### src/design/udec_pkg.sv
// ============================================================================
// udec_pkg
// Shared types, character codes and hex helpers for the URL percent decoder.
// ============================================================================
package udec_pkg;

  localparam logic [7:0] CHR_PERCENT = 8'h25;
  localparam logic [7:0] CHR_PLUS    = 8'h2B;
  localparam logic [7:0] CHR_SPACE   = 8'h20;
  localparam logic [7:0] CHR_ZERO    = 8'h00;

  // Depth of the job queue between the front and the back.
  localparam int unsigned QueueDepth = 4;
  localparam int unsigned QueuePtrW  = $clog2(QueueDepth);
  localparam int unsigned QueueCntW  = $clog2(QueueDepth + 1);

  // Escape tracking: nothing pending, percent held, percent and a digit held.
  typedef enum logic [1:0] {
    PH_IDLE  = 2'd0,
    PH_PCT   = 2'd1,
    PH_DIGIT = 2'd2
  } udec_phase_e;

  // One classified input byte: up to three output bytes in order.
  typedef struct packed {
    logic [1:0]      cnt;
    logic            last;
    logic [2:0][7:0] bytes;
  } udec_job_t;

  function automatic logic is_hex(input logic [7:0] c);
    logic r;
    r = (c inside {[8'h30:8'h39], [8'h41:8'h46], [8'h61:8'h66]});
    return r;
  endfunction

  function automatic logic [3:0] hex_value(input logic [7:0] c);
    logic [7:0] v;
    v = 8'h00;
    if (c inside {[8'h30:8'h39]}) begin
      v = c - 8'h30;
    end else if (c inside {[8'h41:8'h46]}) begin
      v = c - 8'h37;
    end else if (c inside {[8'h61:8'h66]}) begin
      v = c - 8'h57;
    end
    return v[3:0];
  endfunction

endpackage

### src/design/udec_in_if.sv
// ============================================================================
// udec_in_if
// Encoded byte channel: valid/ready handshake with byte and end-of-string.
// ============================================================================
interface udec_in_if;
  logic       valid;
  logic       ready;
  logic [7:0] in_byte;
  logic       in_last;

  modport source (output valid, output in_byte, output in_last, input ready);
  modport sink   (input valid, input in_byte, input in_last, output ready);
endinterface

### src/design/udec_out_if.sv
// ============================================================================
// udec_out_if
// Decoded byte channel: valid/ready handshake with byte and end-of-string.
// ============================================================================
interface udec_out_if;
  logic       valid;
  logic       ready;
  logic [7:0] out_byte;
  logic       out_last;

  modport source (output valid, output out_byte, output out_last, input ready);
  modport sink   (input valid, input out_byte, input out_last, output ready);
endinterface

### src/design/url_percent_decoder.sv
// ============================================================================
// url_percent_decoder
// Streaming URL percent decoder: %XX to a byte, plus to space, rest as is.
// ============================================================================
// Usage. Encoded text enters on in_i one byte per beat, with in_last set on
// the final byte of each string. Decoded bytes leave on out_o, with out_last
// set on the final decoded byte of the string. Both channels use valid/ready.
// A percent sign not followed by two hex digits comes out literally and the
// bytes after it are decoded afresh; an escape cut short by the end of the
// string is flushed literally, so every string ends with an out_last beat.
// Throughput: one input byte per cycle while the job queue has room. Each
// byte becomes a job of zero to three output bytes; non-empty jobs wait in a
// four-entry queue. The back end sends one byte per cycle while the receiver
// is ready, so a byte that breaks an escape yields up to three output beats.
// Each result passes through the job queue and then the output register.
// in_i.ready falls only when the job queue is full, so a stalled receiver
// holds its beat in the output register and backs up through the queue.
// Reset (rst_ni low, asynchronous) clears the escape state, the queue and the
// output valid flag; no output is pending after reset.
module url_percent_decoder (
  input  logic       clk_i,
  input  logic       rst_ni,
  udec_in_if.sink    in_i,
  udec_out_if.source out_o
);

  logic                push;
  logic                pop;
  logic                full;
  logic                empty;
  udec_pkg::udec_job_t job;
  udec_pkg::udec_job_t head;

  // Front end: classification and escape tracking.
  udec_front u_front (
    .clk_i  (clk_i),
    .rst_ni (rst_ni),
    .in_i   (in_i),
    .full_i (full),
    .push_o (push),
    .job_o  (job)
  );

  // Decoupling queue.
  udec_fifo u_fifo (
    .clk_i   (clk_i),
    .rst_ni  (rst_ni),
    .push_i  (push),
    .job_i   (job),
    .pop_i   (pop),
    .head_o  (head),
    .empty_o (empty),
    .full_o  (full)
  );

  // Back end: serialises each job into output beats.
  udec_back u_back (
    .clk_i   (clk_i),
    .rst_ni  (rst_ni),
    .head_i  (head),
    .empty_i (empty),
    .pop_o   (pop),
    .out_o   (out_o)
  );

endmodule

### src/design/udec_front.sv
// ============================================================================
// udec_front
// Accepts encoded bytes, tracks escape state and builds one output job each.
// ============================================================================
module udec_front (
  input  logic                 clk_i,
  input  logic                 rst_ni,
  udec_in_if.sink              in_i,
  input  logic                 full_i,
  output logic                 push_o,
  output udec_pkg::udec_job_t  job_o
);

  udec_pkg::udec_phase_e phase_q, phase_d;
  logic [7:0]            held_q, held_d;
  logic                  accept;
  logic                  b_hex;
  logic                  idle_emit;
  logic                  idle_hold;
  logic [7:0]            idle_byte;
  logic [7:0]            b;
  logic                  lst;

  assign in_i.ready = ~full_i;
  assign accept     = in_i.valid & in_i.ready;
  assign b          = in_i.in_byte;
  assign lst        = in_i.in_last;
  assign b_hex      = udec_pkg::is_hex(b);

  // What the byte does on its own when nothing is pending.
  always_comb begin
    idle_hold = 1'b0;
    idle_emit = 1'b1;
    idle_byte = b;
    if (b == udec_pkg::CHR_PERCENT) begin
      idle_hold = ~lst;
      idle_emit = lst;
    end else if (b == udec_pkg::CHR_PLUS) begin
      idle_byte = udec_pkg::CHR_SPACE;
    end
  end

  always_ff @(posedge clk_i or negedge rst_ni) begin
    if (!rst_ni) begin
      phase_q <= udec_pkg::PH_IDLE;
      held_q  <= udec_pkg::CHR_ZERO;
    end else begin
      phase_q <= phase_d;
      held_q  <= held_d;
    end
  end

  always_comb begin
    phase_d       = phase_q;
    held_d        = held_q;
    job_o.cnt     = 2'd0;
    job_o.last    = lst;
    job_o.bytes   = '0;
    if (accept) begin
      phase_d = idle_hold ? udec_pkg::PH_PCT : udec_pkg::PH_IDLE;
      case (phase_q)
        udec_pkg::PH_PCT: begin
          if (b_hex) begin
            if (lst) begin
              job_o.cnt      = 2'd2;
              job_o.bytes[0] = udec_pkg::CHR_PERCENT;
              job_o.bytes[1] = b;
              phase_d        = udec_pkg::PH_IDLE;
            end else begin
              held_d  = b;
              phase_d = udec_pkg::PH_DIGIT;
            end
          end else begin
            job_o.cnt      = idle_emit ? 2'd2 : 2'd1;
            job_o.bytes[0] = udec_pkg::CHR_PERCENT;
            job_o.bytes[1] = idle_byte;
          end
        end
        udec_pkg::PH_DIGIT: begin
          if (b_hex) begin
            job_o.cnt      = 2'd1;
            job_o.bytes[0] = {udec_pkg::hex_value(held_q), udec_pkg::hex_value(b)};
            phase_d        = udec_pkg::PH_IDLE;
          end else begin
            job_o.cnt      = idle_emit ? 2'd3 : 2'd2;
            job_o.bytes[0] = udec_pkg::CHR_PERCENT;
            job_o.bytes[1] = held_q;
            job_o.bytes[2] = idle_byte;
          end
        end
        default: begin
          job_o.cnt      = idle_emit ? 2'd1 : 2'd0;
          job_o.bytes[0] = idle_byte;
        end
      endcase
      if (lst) begin
        phase_d = udec_pkg::PH_IDLE;
        held_d  = udec_pkg::CHR_ZERO;
      end
    end
  end

  assign push_o = accept & (job_o.cnt != 2'd0);

  a_last_emits: assert property (@(posedge clk_i) disable iff (!rst_ni)
    accept && lst |-> push_o)
    else $error("end of string produced no output");

  a_last_resets: assert property (@(posedge clk_i) disable iff (!rst_ni)
    accept && lst |=> phase_q == udec_pkg::PH_IDLE && held_q == udec_pkg::CHR_ZERO)
    else $error("escape state not cleared at end of string");

  a_digit_hex: assert property (@(posedge clk_i) disable iff (!rst_ni)
    phase_q == udec_pkg::PH_DIGIT |-> udec_pkg::is_hex(held_q))
    else $error("held digit is not a hex character");

endmodule

### src/design/udec_fifo.sv
// ============================================================================
// udec_fifo
// Short queue of decode jobs between the front and the back.
// ============================================================================
module udec_fifo (
  input  logic                 clk_i,
  input  logic                 rst_ni,
  input  logic                 push_i,
  input  udec_pkg::udec_job_t  job_i,
  input  logic                 pop_i,
  output udec_pkg::udec_job_t  head_o,
  output logic                 empty_o,
  output logic                 full_o
);

  udec_pkg::udec_job_t                        mem_q [udec_pkg::QueueDepth];
  logic [udec_pkg::QueuePtrW-1:0]             wr_q, wr_d, rd_q, rd_d;
  logic [udec_pkg::QueueCntW-1:0]             cnt_q, cnt_d;

  assign empty_o = (cnt_q == '0);
  assign full_o  = (cnt_q == udec_pkg::QueueCntW'(udec_pkg::QueueDepth));
  assign head_o  = mem_q[rd_q];

  always_comb begin
    wr_d  = push_i ? wr_q + 1'b1 : wr_q;
    rd_d  = pop_i  ? rd_q + 1'b1 : rd_q;
    cnt_d = cnt_q;
    if (push_i && !pop_i) begin
      cnt_d = cnt_q + 1'b1;
    end else if (pop_i && !push_i) begin
      cnt_d = cnt_q - 1'b1;
    end
  end

  always_ff @(posedge clk_i or negedge rst_ni) begin
    if (!rst_ni) begin
      wr_q  <= '0;
      rd_q  <= '0;
      cnt_q <= '0;
    end else begin
      wr_q  <= wr_d;
      rd_q  <= rd_d;
      cnt_q <= cnt_d;
    end
  end

  always_ff @(posedge clk_i) begin
    if (push_i) begin
      mem_q[wr_q] <= job_i;
    end
  end

  a_no_overflow: assert property (@(posedge clk_i) disable iff (!rst_ni)
    push_i |-> !full_o)
    else $error("job queue overflow");

  a_no_underflow: assert property (@(posedge clk_i) disable iff (!rst_ni)
    pop_i |-> !empty_o)
    else $error("job queue underflow");

  a_cnt_bound: assert property (@(posedge clk_i) disable iff (!rst_ni)
    cnt_q <= udec_pkg::QueueCntW'(udec_pkg::QueueDepth))
    else $error("job queue count out of range");

endmodule

### src/design/udec_back.sv
// ============================================================================
// udec_back
// Unpacks queued jobs into single decoded beats through an output register.
// ============================================================================
module udec_back (
  input  logic                 clk_i,
  input  logic                 rst_ni,
  input  udec_pkg::udec_job_t  head_i,
  input  logic                 empty_i,
  output logic                 pop_o,
  udec_out_if.source           out_o
);

  logic       ov_q, ov_d;
  logic [7:0] ob_q, ob_d;
  logic       ol_q, ol_d;
  logic [1:0] idx_q, idx_d;
  logic       load;
  logic       final_byte;

  assign load       = ~empty_i & (~ov_q | out_o.ready);
  assign final_byte = (idx_q == head_i.cnt - 2'd1);
  assign pop_o      = load & final_byte;

  always_comb begin
    ov_d  = ov_q & ~out_o.ready;
    ob_d  = ob_q;
    ol_d  = ol_q;
    idx_d = idx_q;
    if (load) begin
      ov_d  = 1'b1;
      ob_d  = head_i.bytes[idx_q];
      ol_d  = head_i.last & final_byte;
      idx_d = final_byte ? 2'd0 : idx_q + 2'd1;
    end
  end

  always_ff @(posedge clk_i or negedge rst_ni) begin
    if (!rst_ni) begin
      ov_q  <= 1'b0;
      idx_q <= 2'd0;
    end else begin
      ov_q  <= ov_d;
      idx_q <= idx_d;
    end
  end

  always_ff @(posedge clk_i) begin
    ob_q <= ob_d;
    ol_q <= ol_d;
  end

  assign out_o.valid    = ov_q;
  assign out_o.out_byte = ob_q;
  assign out_o.out_last = ol_q;

endmodule

### src/flat_wrapper.sv
// flat-port wrapper written by rule: the top's interface ports become plain ports
module url_percent_decoder_flat 
  (clk_i, rst_ni, in_i_valid, in_i_in_byte, in_i_in_last, in_i_ready, out_o_valid, out_o_out_byte, out_o_out_last, out_o_ready);
  udec_in_if in_i_i ();
  udec_out_if out_o_i ();
  input  logic clk_i;
  input  logic rst_ni;
  input wire logic [$bits(in_i_i.valid)-1:0] in_i_valid;
  input wire logic [$bits(in_i_i.in_byte)-1:0] in_i_in_byte;
  input wire logic [$bits(in_i_i.in_last)-1:0] in_i_in_last;
  output wire logic [$bits(in_i_i.ready)-1:0] in_i_ready;
  output wire logic [$bits(out_o_i.valid)-1:0] out_o_valid;
  output wire logic [$bits(out_o_i.out_byte)-1:0] out_o_out_byte;
  output wire logic [$bits(out_o_i.out_last)-1:0] out_o_out_last;
  input wire logic [$bits(out_o_i.ready)-1:0] out_o_ready;
  assign in_i_i.valid = in_i_valid;
  assign in_i_i.in_byte = in_i_in_byte;
  assign in_i_i.in_last = in_i_in_last;
  assign in_i_ready = in_i_i.ready;
  assign out_o_valid = out_o_i.valid;
  assign out_o_out_byte = out_o_i.out_byte;
  assign out_o_out_last = out_o_i.out_last;
  assign out_o_i.ready = out_o_ready;
  url_percent_decoder u_core (.clk_i(clk_i), .rst_ni(rst_ni), .in_i(in_i_i), .out_o(out_o_i));
endmodule
### config.mk
export PLATFORM = sky130hd
export DESIGN_NAME = url_percent_decoder_flat
export DESIGN_NICKNAME = d
export VERILOG_FILES = /design/src/design/udec_pkg.sv /design/src/design/udec_in_if.sv /design/src/design/udec_out_if.sv /design/src/design/url_percent_decoder.sv /design/src/design/udec_front.sv /design/src/design/udec_fifo.sv /design/src/design/udec_back.sv /design/src/flat_wrapper.sv
export SDC_FILE = /design/constraint.sdc
export NUM_CORES = 1
export LEC_CHECK = 0
export BUFFER_PORTS_ARGS = -buffer_cell sky130_fd_sc_hd__buf_2
export CAP_MARGIN = 10
export CELL_PAD_IN_SITES_DETAIL_PLACEMENT = 1
export CELL_PAD_IN_SITES_GLOBAL_PLACEMENT = 1
export CORE_ASPECT_RATIO = 0.5
export CORE_MARGIN = 5
export CORE_UTILIZATION = 49
export CTS_BUF_LIST = sky130_fd_sc_hd__clkbuf_2 sky130_fd_sc_hd__clkbuf_4 sky130_fd_sc_hd__clkbuf_8
export DETAILED_ROUTE_END_ITERATION = 16
export GPL_TIMING_DRIVEN = 0
export HOLD_SLACK_MARGIN = 0.15
export PLACE_DENSITY_LB_ADDON = 0.1
export SYNTH_ARGS = -nofsm -noshare
export SYNTH_HDL_FRONTEND = slang
export SYNTH_SLANG_ARGS = --single-unit
### constraint.sdc
create_clock -name clk_i -period 4.3 [get_ports clk_i]
set_input_delay 0.645 -clock clk_i [delete_from_list [all_inputs] [get_ports clk_i]]
set_output_delay 0.645 -clock clk_i [all_outputs]
set_load 0.03 [all_outputs]
======== Yosys cells after proc, flatten, opt, wreduce, memory -nomap -nowiden ========
Memories as Yosys holds them, arrays and structs flattened.
Index checks and enable logic that the tools add are counted.
storage, ports and cells
  bits in registers ....................... 29
  latch bits .............................. 0
  memory bits (writable) .................. 108
  ROM bits ................................ 0
  input bits .............................. 13
  word-level logic and storage cells ...... 112
  memories ................................ 1
memory list
  memory               depth  width  rd ports  clocked after memory_dff  write ports  RTL line         RTL
  u_core.u_fifo.mem_q  4      27     1         0                         1            udec_fifo.sv:16  udec_pkg::udec_job_t mem_q [udec_pkg::QueueDepth];
cells by class
  add/subtract/negate cells ............... 12
  multipliers ............................. 0
  divide/modulo/power cells ............... 0
  order comparisons ....................... 13
  eq/ne operators ......................... 6
  shifts and indexed selects .............. 0
  muxes and demuxes ....................... 42
  bitwise logic cells ..................... 12
  reductions and logical operators ........ 17
operators by type and width
  operator                                                               count
  8-bit two-way mux                                                      8
  16-bit two-way mux                                                     3
  8-bit by 7-bit >= comparator with 1-bit output, second input constant  4
  8-bit by 7-bit <= comparator with 1-bit output, second input constant  4
  8-bit one-hot mux with 2 select lines                                  2
  24-bit two-way mux                                                     1
  4-bit two-way mux                                                      6
  8-bit binary-select mux with 2-bit select                              1
  8-bit by 6-bit equality test with 1-bit output, second input constant  2
  8-bit by 6-bit >= comparator with 1-bit output, second input constant  2
  8-bit by 6-bit <= comparator with 1-bit output, second input constant  2
  2-bit two-way mux                                                      8
  4-bit by 3-bit subtractor with 4-bit output, second input constant     4
  1-bit two-way mux                                                      9
  1-bit logical AND                                                      8
  2-bit one-hot mux with 2 select lines                                  2
  2-bit nonzero test                                                     4
  4-bit by 1-bit subtractor with 4-bit output, second input constant     2
  2-bit by 1-bit adder with 2-bit output, second input constant          3
  1-bit bitwise AND                                                      6
  3-bit two-way mux                                                      2
  1-bit inverter                                                         5
  3-bit by 1-bit adder with 3-bit output, second input constant          1
  3-bit equality test, second input constant                             1
  other kinds (11)                                                       12

======== Logic depth before layout (Yosys ltp) ========
Gate-level depths: netlist of run 1.
  word-level depth ........................ 12
  depth in mapped cells ................... 13
  gate-level depth less buffers ........... 12

======== Cells and area by module ========
Synthesis of run 1 repeated with hierarchy kept, for this count alone.
unflattened totals
  cell total of the unflattened synthesis .. 389
  area, all modules ....................... 6244.7 µm²
by module, submodules not included
  module      instances  cells an instance  area an instance (µm²)  seq. area each (µm²)
  udec_fifo   1          175                4299.1                  3418.3
  udec_front  1          158                1322.5                  250.2
  udec_back   1          56                 623.1                   345.3

======== Worst setup path before layout of run 1 ========
OpenSTA, ideal clock, no wires.
  path type ............................... input -> register
  start point ............................. input in_i_in_byte[0]
  end point ............................... memory u_core.u_fifo.mem_q[0][0] (netlist bit) (enable)
  arrival ................................. 2605 ps
  data required time ...................... 3914 ps
  slack ................................... 1309 ps
  stages .................................. 8
  cell sequence ........................... buf_2 inv_1 ha_1 o21bai_1 o21ai_2 a31oi_2 o2bb2ai_2 and2_1
on the way
  cells in the longest elaborated chain, start to end .. 10
  elaborated cells on any way between the ends .. 23
  those cells by class .................... 6 x order compare; 1 x eq/ne; 10 x mux; 1 x bitwise; 5 x reduce/logical
ends and longest elaborated chain
  item                                                                          RTL line                            RTL
  start: declaration                                                            flat_wrapper.sv:9                   input wire logic [$bits(in_i_i.in_byte)-1:0] in_i_in_byte;
  8-bit by 6-bit >= comparator with 1-bit output, or another cell as far along  udec_pkg.sv:33                      r = (c inside {[8'h30:8'h39], [8'h41:8'h46], [8'h61:8'h66]});
  1-bit logical AND / 1-bit two-way mux (equally long branches)                 udec_pkg.sv:33, udec_front.sv:35
  3-bit nonzero test, or another cell as far along                              udec_pkg.sv:33
  2-bit two-way mux, on equally long branches                                   udec_front.sv:80, udec_front.sv:63
  2-bit one-hot mux with 2 select lines (*)                                     udec_front.sv:61                    case (phase_q)
  2-bit two-way mux (*)                                                         udec_front.sv:59                    if (accept) begin
  2-bit nonzero test (*)                                                        udec_front.sv:103                   assign push_o = accept & (job_o.cnt != 2'd0);
  1-bit bitwise AND (*)                                                         udec_front.sv:103
  named net u_core.push                                                         url_percent_decoder.sv:27           logic push;
  1-bit two-way mux (*)                                                         udec_fifo.sv:48                     if (push_i) begin
  1-bit two-way mux (not written as such) (*)                                   udec_fifo.sv:49                     mem_q[wr_q] <= job_i;
  end: declaration                                                              udec_fifo.sv:16
The timed path passes the listed nets; every way through them passes the cells marked *.

======== Worst setup path in the final report of run 1 ========
  start point ............................. input in_i_in_byte[0]
  end point ............................... register u_core.u_fifo.cnt_q[2] (netlist bit)
on the way
  cells in the longest elaborated chain, start to end .. 11
  elaborated cells on any way between the ends .. 26
  those cells by class .................... 6 x order compare; 1 x eq/ne; 9 x mux; 1 x bitwise; 9 x reduce/logical
ends and longest elaborated chain
  item                                                                          RTL line                            RTL
  8-bit by 6-bit >= comparator with 1-bit output, or another cell as far along  udec_pkg.sv:33
  1-bit logical AND / 1-bit two-way mux (equally long branches)                 udec_pkg.sv:33, udec_front.sv:35
  3-bit nonzero test, or another cell as far along                              udec_pkg.sv:33
  2-bit two-way mux, on equally long branches                                   udec_front.sv:80, udec_front.sv:63
  2-bit one-hot mux with 2 select lines (*)                                     udec_front.sv:61
  2-bit two-way mux (*)                                                         udec_front.sv:59
  2-bit nonzero test (*)                                                        udec_front.sv:103
  1-bit bitwise AND (*)                                                         udec_front.sv:103
  named net u_core.push                                                         url_percent_decoder.sv:27
  1-bit zero test                                                               udec_fifo.sv:30                     end else if (pop_i && !push_i) begin
  1-bit logical AND                                                             udec_fifo.sv:30
  2-bit nonzero test (no source line)                                           --
  end signal: assignment                                                        udec_fifo.sv:43                     cnt_q <= cnt_d;
  end: declaration                                                              udec_fifo.sv:18                     logic [udec_pkg::QueueCntW-1:0] cnt_q, cnt_d;
Marks and branches as above.
A chain may end at the register's enable or synchronous reset.

==> results of run 1 <==
[per-stage QoR]
step / power [uW] / worst slack (ps) / util / hold slack [ps]
after floorplan: 3150 / 1310 / - / 349
after global placement: 3560 / 431 / 0.523 / 475
after detailed placement: 3650 / 771 / 0.526 / 509
after CTS: 4830 / 1250 / 0.561 / 358
after global routing: 5030 / 1030 / 0.561 / 362
final: 4780 / 1240 / 0.561 / 386
[cell type report]
type	instances	share of cell area
multi-input cells	207	0.293
plain buffers	17	0.0124
clock buffers	18	0.0342
flip-flops and latches	137	0.568
well taps	170	0.0301
clock inverters	14	0.0276
inverters	27	0.0143
repair buffers	23	0.0202
[timing repair]
item,CTS,global route
endpoints found under the hold margin,13,0
hold buffers,1,0
setup buffers,0,0
[flip-flops by register name, indices dropped and copies added, names as in the netlist]
| signal | cells |
|---|---|
| u_core.u_back.out_o.out_byte | 8 |
| u_core.u_fifo.mem_q | 108 |
| u_core.u_fifo.wr_q | 2 |
| u_core.u_fifo.rd_q | 2 |
| u_core.u_back.out_o.valid | 1 |
| u_core.u_fifo.cnt_q | 3 |
| u_core.u_front.phase_q | 2 |
| u_core.u_back.out_o.out_last | 1 |
| u_core.u_front.held_q | 8 |
| u_core.u_back.idx_q | 2 |
[power by group through the flow]
stage / Combinational [uW] / Sequential [uW] / Clock, uW
3_3_place_gp: 1580 / 1980 / 0
5_1_grt: 1750 / 2000 / 1270
2_1_floorplan: 1080 / 2060 / 0
4_1_cts: 1650 / 1980 / 1200
3_5_place_dp: 1640 / 2010 / 0
6_report: 1620 / 1980 / 1180
[cell families (layout without fill, tap and decap cells)]
logic type      after synthesis  in the layout  share of synthesized area
flops                       137            137                      0.641
fa+ha+maj                    15             15                     0.0312
mux                          39             39                      0.120
buf+inv                      44             99                     0.0302
xor+xnor                      8              8                     0.0124
simple gates                 74             74                     0.0751
compound gates               71             71                     0.0907
[synth_stat cells (9+ instances only)]
cell / count
edfxtp_1: 117
inv_1: 27
mux4_2: 22
dfrtp_1: 20
nor2_1: 18
ha_1: 14
nand2_1: 14
a21oi_1: 9
mux2i_1: 9
o22ai_1: 9
[final timing paths]
path                                   startpoint                         to  slack (ps)
max                               in_i_in_byte[0]     u_core.u_fifo.cnt_q[2]        1240
min reg2reg                u_core.u_fifo.cnt_q[2]     u_core.u_fifo.cnt_q[2]         510
min in group asynchronous                  rst_ni      u_core.u_fifo.rd_q[1]         700
max in group asynchronous                  rst_ni  u_core.u_back.out_o.valid        3230
min                                   out_o_ready  u_core.u_back.out_o.valid         390
max reg2reg                 u_core.u_fifo.rd_q[0]     u_core.u_fifo.cnt_q[2]        1390
[per-layer routing]
layer	share of wire	wire, microns
met4	0.010	149
met3	0.061	904
met2	0.44	6480
met5	0	0
met1	0.49	7170
==> flow_metrics.py, run 1 <==
metrics = {
    "outcome": {
        "run_status": "finished clean",
    },
    "power": {
        "pwr-share-clk": 0.247,
        "p_int_uw": 3150,
        "max-vdd-ir-drop_uv": 284,
        "cellLeakagePower_uw": 0.00253,
        "netSwitchingFraction": 0.340,
        "seqPwrFrac": 0.413,
        "comb_power_share": 0.340,
        "powerDensity_nw_per_um2": 677,
        "switchingPower_uw": 1630,
    },
    "floorplanning": {
        "die_y_microns": 90.0,
        "die_w_microns": 170,
        "ios": 24,
        "start_util": 0.498,
        "num_rows": 29,
        "die_area_sq_um": 15300,
        "core_sq_um": 12600,
    },
    "place": {
        "port_buffers": 21,
        "gp_congestion": 0.869,
        "post-dp-hpwl_mm": 10.1,
        "placed_area_sq_um": 6620,
        "dpl.cell_count": 580,
    },
    "min_path": {
        "min_path_cells": 2,
        "hold_class": "in -> reg",
    },
    "routing": {
        "vias": 3675,
        "wire_per_inst_microns": 24.0,
        "drt-total-wl_mm": 14.7,
        "drcViolationCount": 0,
        "drtPass1Iterations": 5,
        "drt_iter0_drc": 361,
        "ant_nets": 0,
        "via_per_inst": 6.00,
    },
    "global_route": {
        "overflow": 0,
        "grt_pass1_wl_mm": 22.9,
        "grt_pass1_vias": 3841,
        "busiest_layer": "met1",
        "grt_usage": 0.202,
        "antenna_found_initial": 0,
        "grt_max_degree": 28,
        "met1_usage": 0.305,
        "met3_usage": 0.0640,
        "global_route.usage.met2": 0.288,
    },
    "critical_path": {
        "slowest_delay_ps": 380,
        "crit_fanout": 8,
        "cp.depth": 14,
        "crit_buf_inv": 4,
        "crit_chain": "buf_2 -> buf_2 -> inv_1 -> ha_1 -> o21bai_1 -> o21ai_2 -> a31oi_2 -> o2bb2ai_2 -> ha_1 -> inv_1 -> fa_1 -> xor2_1 -> nor2_1 -> xor2_1",
        "cp_top_family": "compound AO/OA/AOI/OAI gates",
        "arrival_ps": 3430,
        "path_class": "in -> reg",
        "setup.worst_path.end_class": "register",
        "cp_slowest_cell": "fa_1",
        "required_ps": 4670,
        "start_kind": "input pin",
        "reg2reg_depth": 10,
    },
    "clock_tree": {
        "path_clk_slew_ps": 80,
        "root_buffer": "clkbuf_8",
        "clockBufferDepth": 2,
        "worstSkewPairLatency_ps": 460,
        "numClockSinks": 137,
        "cts_htree_levels": 4,
        "cts_inserted_buffers": 17,
        "cts_resized": 0,
        "cts_tree": "done",
    },
    "timing": {
        "finalSetupViolCount": 0,
        "finalMaxSlewViolations": 0,
        "worst_clock_skew_ps": 15.3,
        "slew_headroom": 0.305,
        "hold_viol": 0,
        "tns_ps": 0,
        "period_share": 0.712,
        "period_needed_ps": 3060,
        "tightest_slew_ps": 1040,
        "grt_setup_unrepaired": "false",
        "max_freq_mhz": 327,
    },
    "finish": {
        "multi_input_area_sq_um": 2070,
        "final_cell_count_no_fill": 613,
        "final_common_cell": "edfxtp_1",
        "num_antenna_cells": 0,
        "drive_gt1_frac": 0.248,
        "nFillCells": 1180,
        "final_cell_mix": "117 x edfxtp_1, 28 x buf_2, 27 x inv_1",
        "fin_area_sq_um": 7060,
        "final_net_count": 458,
        "area_delta_synth_final_pct": 12.8,
        "register_area_sq_um": 4010,
    },
    "logic_synthesis": {
        "mappedNetlistArea_sq_um": 6260,
        "async_flop_share": 0.146,
        "synth_ff_type": "edfxtp_1",
        "syn-num-nets": 416,
        "avgSynthCellArea_sq_um": 16.1,
        "netlist_instances": 388,
        "ys_seq_elements": 137,
        "synth_edf_count": 117,
        "yosysWarnings": 0,
        "seq_area_frac_synth": 0.641,
        "synth_area_leader_cell": "edfxtp_1",
        "synthTopCellsByArea": "edfxtp_1 56%, dfrtp_1 8.0%, mux4_2 7.9%",
        "yosysUniqueCellTypes": 70,
        "synth_top_area_frac": 0.561,
    },
    "run": {
        "cap_violations": 0,
    },
}
No activity file was read; power rests on OpenSTA's default activity.
==> run 2, diff against run 1 <==
==> constraint.sdc (replaced) <==
create_clock -name clk_i -period 2.9 [get_ports clk_i]
set_input_delay 0.435 -clock clk_i [delete_from_list [all_inputs] [get_ports clk_i]]
set_output_delay 0.435 -clock clk_i [all_outputs]
set_load 0.03 [all_outputs]
==> run 2 against run 1 <==
Combinational power grew 54%. Worst setup slack got worse by 1200 ps. Via count up 0.46%. Die area stayed put. Clock power grew 48%. Highest routed layer unchanged.
==> flow_metrics.py, run 2 (synthesis gave the netlist of run 1 again) <==
metrics = {
    "global_route": {
        "overflow": 0,
        "grt_usage": 0.202,
        "grt_pass1_vias": 3838,
        "grt_pass1_wl_mm": 22.9,
        "grt_max_degree": 28,
        "antenna_found_initial": 0,
    },
    "timing": {
        "tightest_slew_ps": 1030,
        "tns_ps": 0,
        "setup_ws_ps": 83.2,
        "max_freq_mhz": 355,
        "finalSetupViolCount": 0,
        "slew_headroom": 0.311,
        "hold_viol": 0,
        "worst_clock_skew_ps": 19.5,
        "period_needed_ps": 2820,
        "period_share": 0.971,
        "finalMaxSlewViolations": 0,
    },
    "routing": {
        "drt-total-wl_mm": 14.8,
        "drt_iter0_drc": 341,
        "ant_nets": 0,
        "vias": 3692,
        "wire_per_inst_microns": 23.9,
        "via_per_inst": 5.97,
        "drtPass1Iterations": 5,
        "drcViolationCount": 0,
    },
    "finish": {
        "largest_reg_flops": 108,
        "final_cell_mix": "117 x edfxtp_1, 27 x inv_1, 27 x buf_2",
        "area_delta_synth_final_pct": 14.0,
        "top_register": "u_core.u_fifo.mem_q",
        "final_common_cell": "edfxtp_1",
        "drive_gt1_frac": 0.268,
        "num_antenna_cells": 0,
        "final_net_count": 463,
        "nFillCells": 1170,
    },
    "floorplanning": {
        "num_rows": 29,
        "die_w_microns": 170,
        "die_area_sq_um": 15300,
        "start_util": 0.498,
        "die_y_microns": 90.0,
        "core_sq_um": 12600,
        "ios": 24,
    },
    "clock_tree": {
        "cts_inserted_buffers": 17,
        "cts_htree_levels": 4,
        "numClockSinks": 137,
        "path_clk_slew_ps": 90,
        "cts_tree": "done",
        "worstSkewPairLatency_ps": 450,
        "clockBufferDepth": 2,
        "root_buffer": "clkbuf_8",
    },
    "critical_path": {
        "arrival_ps": 3150,
        "cp_slowest_cell": "a21oi_2",
        "slowest_delay_ps": 760,
        "path_class": "in -> reg",
        "start_kind": "input pin",
        "required_ps": 3230,
        "cpMostUsedCell": "inv_1",
        "crit_chain": "dlygate4sd3_1 -> buf_2 -> inv_1 -> a21oi_2 -> o211ai_4 -> ha_2 -> inv_1 -> fa_2 -> mux2_2",
        "crit_start": "out_o_ready",
        "timing.rr.start": "u_core.u_fifo.rd_q[0]",
        "rr_endpoint": "u_core.u_fifo.cnt_q[1]",
        "setup.worst_path.end_class": "register",
        "crit_end": "u_core.u_fifo.cnt_q[1]",
        "r2r_slack_ps": 90,
        "reg2reg_depth": 9,
        "crit_fanout": 15,
    },
    "place": {
        "dp_slack_ps": -419,
        "post-dp-hpwl_mm": 10.1,
        "gp_congestion": 0.869,
        "port_buffers": 21,
    },
    "run": {
        "cap_violations": 0,
    },
    "min_path": {
        "worstHoldStart": "in_i_in_byte[6]",
        "hold_class": "in -> reg",
    },
    "power": {
        "cellLeakagePower_uw": 0.00256,
        "finalPower_uw": 7190,
        "max-vdd-ir-drop_uv": 427,
        "powerDensity_nw_per_um2": 1010,
    },
    "outcome": {
        "run_status": "finished clean",
    },
}
run 2: cell count changes in the layout (fill, tap and decap cells not counted), sizes merged:
cell and delta:
buf +4, dlygate4sd3 +1
run 2: area by class of cell:
type | count | area (sq um) | share of cell area
buffer | 17 | 95.1 | 0.0133
clock buffer | 18 | 241 | 0.0338
clock inverter | 14 | 195 | 0.0273
inverter | 27 | 101 | 0.0142
multi-input combinational | 207 | 2100 | 0.294
sequential | 137 | 4010 | 0.562
tap | 170 | 213 | 0.0298
timing repair buffer | 28 | 183 | 0.0256
run 2: how the worst min path moves through the flow:
stage / endpoint / slack (ps) / cells past startpoint
detailed placement: u_core.u_back.idx_q[0] / 430 / 1
floorplan: u_core.u_back.idx_q[0] / 140 / 0
global placement: u_core.u_back.idx_q[1] / 420 / 1
global route: u_core.u_front.held_q[6] / 310 / 2
finish: u_core.u_front.held_q[6] / 340 / 2
CTS: u_core.u_front.held_q[1] / 310 / 2
run 2: report_power, final:
group,total (uW),internal (uW),switching [uW]
Clock,1750,954,799
Sequential,2930,2750,181
Combinational,2500,1030,1470
Total,7190,4740,2450
run 2: worst max-delay path: cells and delay by family:
kind / cells / cell delay [ps]
muxes: 1 / 270
buffers and inverters: 4 / 720
adders and majority gates: 2 / 710
AOI/OAI and AO/OA: 2 / 990
run 2: stage by stage:
stage                     std cells  area (sq um)  utilization  hold WS (ps)
after detailed placement        580          6620        0.526           429
after global placement          579          6580        0.523           418
after global routing            618          7140        0.567           314
after floorplan                 388          6260            -           139
after CTS                       614          7080        0.563           307
final                           618          7140        0.567           336
run 2: layer usage:
metal,wire length (microns),vias up,part of all wire,track usage
met5,0,-,0,0
met3,919,8,0.062,0.0640
met4,97,0,0.0066,0.0465
met1,7070,1943,0.48,0.305
li1,-,1635,-,-
met2,6690,106,0.45,0.289
run 2: repair_timing:
item,CTS,global route
hold buffers,2,0
endpoints found under the setup margin,1,48
gates resized for setup,1,10
pin swaps,0,3
gates cloned,0,0
buffers inserted,0,4
hold endpoints to repair,21,0
==> run 3, diff against run 2 <==
--- a/config.mk
+++ b/config.mk
@@ -16,7 +16,7 @@
 export DETAILED_ROUTE_END_ITERATION = 16
 export GPL_TIMING_DRIVEN = 0
 export HOLD_SLACK_MARGIN = 0.15
-export PLACE_DENSITY_LB_ADDON = 0.1
+export PLACE_DENSITY = 0.85
 export SYNTH_ARGS = -nofsm -noshare
 export SYNTH_HDL_FRONTEND = slang
 export SYNTH_SLANG_ARGS = --single-unit
==> run 3 against run 2 <==
Cell count increased by 0.97%. Fmax grew 0.46%. Die area is the same. Hold slack got worse by 45 ps. Clock skew shrank 1.9 ps. Register-to-register slack about the same. Largest power group unchanged.
==> flow_metrics.py, run 3 (synthesis gave the netlist of run 1 again) <==
metrics = {
    "routing": {
        "drtPass1Iterations": 5,
        "vias": 4003,
        "wire_per_inst_microns": 27.5,
        "drcViolationCount": 0,
        "via_per_inst": 6.42,
        "drt_iter0_drc": 495,
        "ant_nets": 0,
        "drt-total-wl_mm": 17.2,
    },
    "finish": {
        "multi_input_area_sq_um": 2100,
        "top_register": "u_core.u_fifo.mem_q",
        "nFillCells": 1189,
        "final_net_count": 469,
        "largest_reg_flops": 108,
        "final_common_cell": "edfxtp_1",
        "final_cell_mix": "117 x edfxtp_1, 27 x inv_1, 27 x buf_2",
        "num_antenna_cells": 0,
        "finish.utilization": 0.570,
        "area_delta_synth_final_pct": 14.5,
        "drive_gt1_frac": 0.273,
        "final_cell_count_no_fill": 624,
        "register_area_sq_um": 4010,
        "fin_area_sq_um": 7170,
    },
    "power": {
        "cellLeakagePower_uw": 0.00257,
        "powerDensity_nw_per_um2": 1020,
        "max-vdd-ir-drop_uv": 478,
    },
    "global_route": {
        "grt_pass1_wl_mm": 26.4,
        "grt_max_degree": 21,
        "overflow": 0,
        "grt_usage": 0.235,
        "grt_pass1_vias": 4095,
        "antenna_found_initial": 0,
    },
    "place": {
        "post-dp-hpwl_mm": 10.4,
        "dpl.cell_count": 584,
        "port_buffers": 21,
        "placed_area_sq_um": 6690,
        "gp_congestion": 0.880,
    },
    "clock_tree": {
        "cts_tree": "done",
        "numClockSinks": 137,
        "path_clk_slew_ps": 100,
        "cts_htree_levels": 4,
        "cts_inserted_buffers": 17,
        "worstSkewPairLatency_ps": 450,
        "root_buffer": "clkbuf_8",
        "clockBufferDepth": 2,
    },
    "critical_path": {
        "crit_chain": "mux4_2 -> xnor2_4 -> o21ai_2 -> o211ai_4 -> ha_2 -> inv_1 -> fa_2 -> mux2_2",
        "path_class": "reg -> reg",
        "crit_buf_inv": 1,
        "required_ps": 3230,
        "cp_slowest_cell": "mux4_2",
        "arrival_ps": 3130,
        "crit_fanout": 3,
        "start_kind": "register",
        "r2r_slack_ps": 100,
        "slowest_delay_ps": 610,
        "cp_top_family": "multiplexers",
        "setup.worst_path.end_class": "register",
    },
    "floorplanning": {
        "die_w_microns": 170,
        "start_util": 0.498,
        "core_sq_um": 12600,
        "die_area_sq_um": 15300,
        "ios": 24,
        "num_rows": 29,
        "die_y_microns": 90.0,
    },
    "timing": {
        "max_freq_mhz": 357,
        "slew_headroom": 0.430,
        "finalSetupViolCount": 0,
        "period_share": 0.967,
        "finalMaxSlewViolations": 0,
        "period_needed_ps": 2800,
        "tightest_slew_ps": 855,
        "worst_clock_skew_ps": 17.6,
        "hold_viol": 0,
    },
    "min_path": {
        "hold_class": "in -> reg",
    },
    "run": {
        "cap_violations": 0,
    },
    "outcome": {
        "run_status": "finished clean",
    },
}
==> run 3: area by class of cell <==
class                      count  share of cell area
buffer                        17              0.0133
clock buffer                  18              0.0345
clock inverter                14              0.0174
inverter                      27              0.0141
multi-input combinational    207               0.293
sequential                   137               0.560
tap                          170              0.0297
timing repair buffer          34              0.0380
==> run 3: final timing paths <==
| kind | from | to | depth (start not counted) |
|---|---|---|---|
| worst min-delay path | out_o_ready | u_core.u_back.out_o.valid | 2 |
| worst min register to register | u_core.u_fifo.cnt_q[2] | u_core.u_fifo.cnt_q[2] | 1 |
| max in group asynchronous | rst_ni | u_core.u_front.held_q[3] | 2 |
| worst max-delay path | u_core.u_fifo.rd_q[0] | u_core.u_fifo.cnt_q[1] | 8 |
| min in group asynchronous | rst_ni | u_core.u_back.idx_q[0] | 2 |
| worst max register to register | u_core.u_fifo.rd_q[0] | u_core.u_fifo.cnt_q[1] | 8 |
==> run 3: metrics by stage <==
step                worst slack, ps  power [uW]  TNS, ps  hold WS (ps)
floorplan                       119        4670        0           139
global placement               -695        5240   -74700           420
detailed placement             -394        5510   -28110           436
CTS                           -5.92        7150    -5.92           264
global route                  -27.1        7640    -41.4           258
finish                         96.0        7290        0           291
==> run 3: report_power, final <==
| part | switching (uW) | internal (uW) |
|---|---|---|
| Sequential | 220 | 2750 |
| Clock | 885 | 650 |
| Combinational | 1640 | 1140 |
==> run 3: timing repair <==
item	4_1_cts	5_1_grt
hold endpoints to repair	20	0
hold buffers	1	0
gates resized for setup	3	9
buffers inserted	0	7
endpoints found under the setup margin	17	29
cloned	0	0
pin swaps	0	5
==> run 3: worst reg2reg max path, delay by kind of cell (launching register included) <==
kind | cells | cell delay [ps]
AOI/OAI and AO/OA | 2 | 460
xor gates and xnor gates | 1 | 210
adders and majority gates | 2 | 670
buffers and inverters | 1 | 70
DFF | 1 | 400
muxes | 2 | 870
==> run 3: layer usage <==
metal / part of all wire / track usage
met2: 0.48 / 0.359
met1: 0.41 / 0.333
met3: 0.092 / 0.0618
met5: 0 / 0
met4: 0.018 / 0.0718
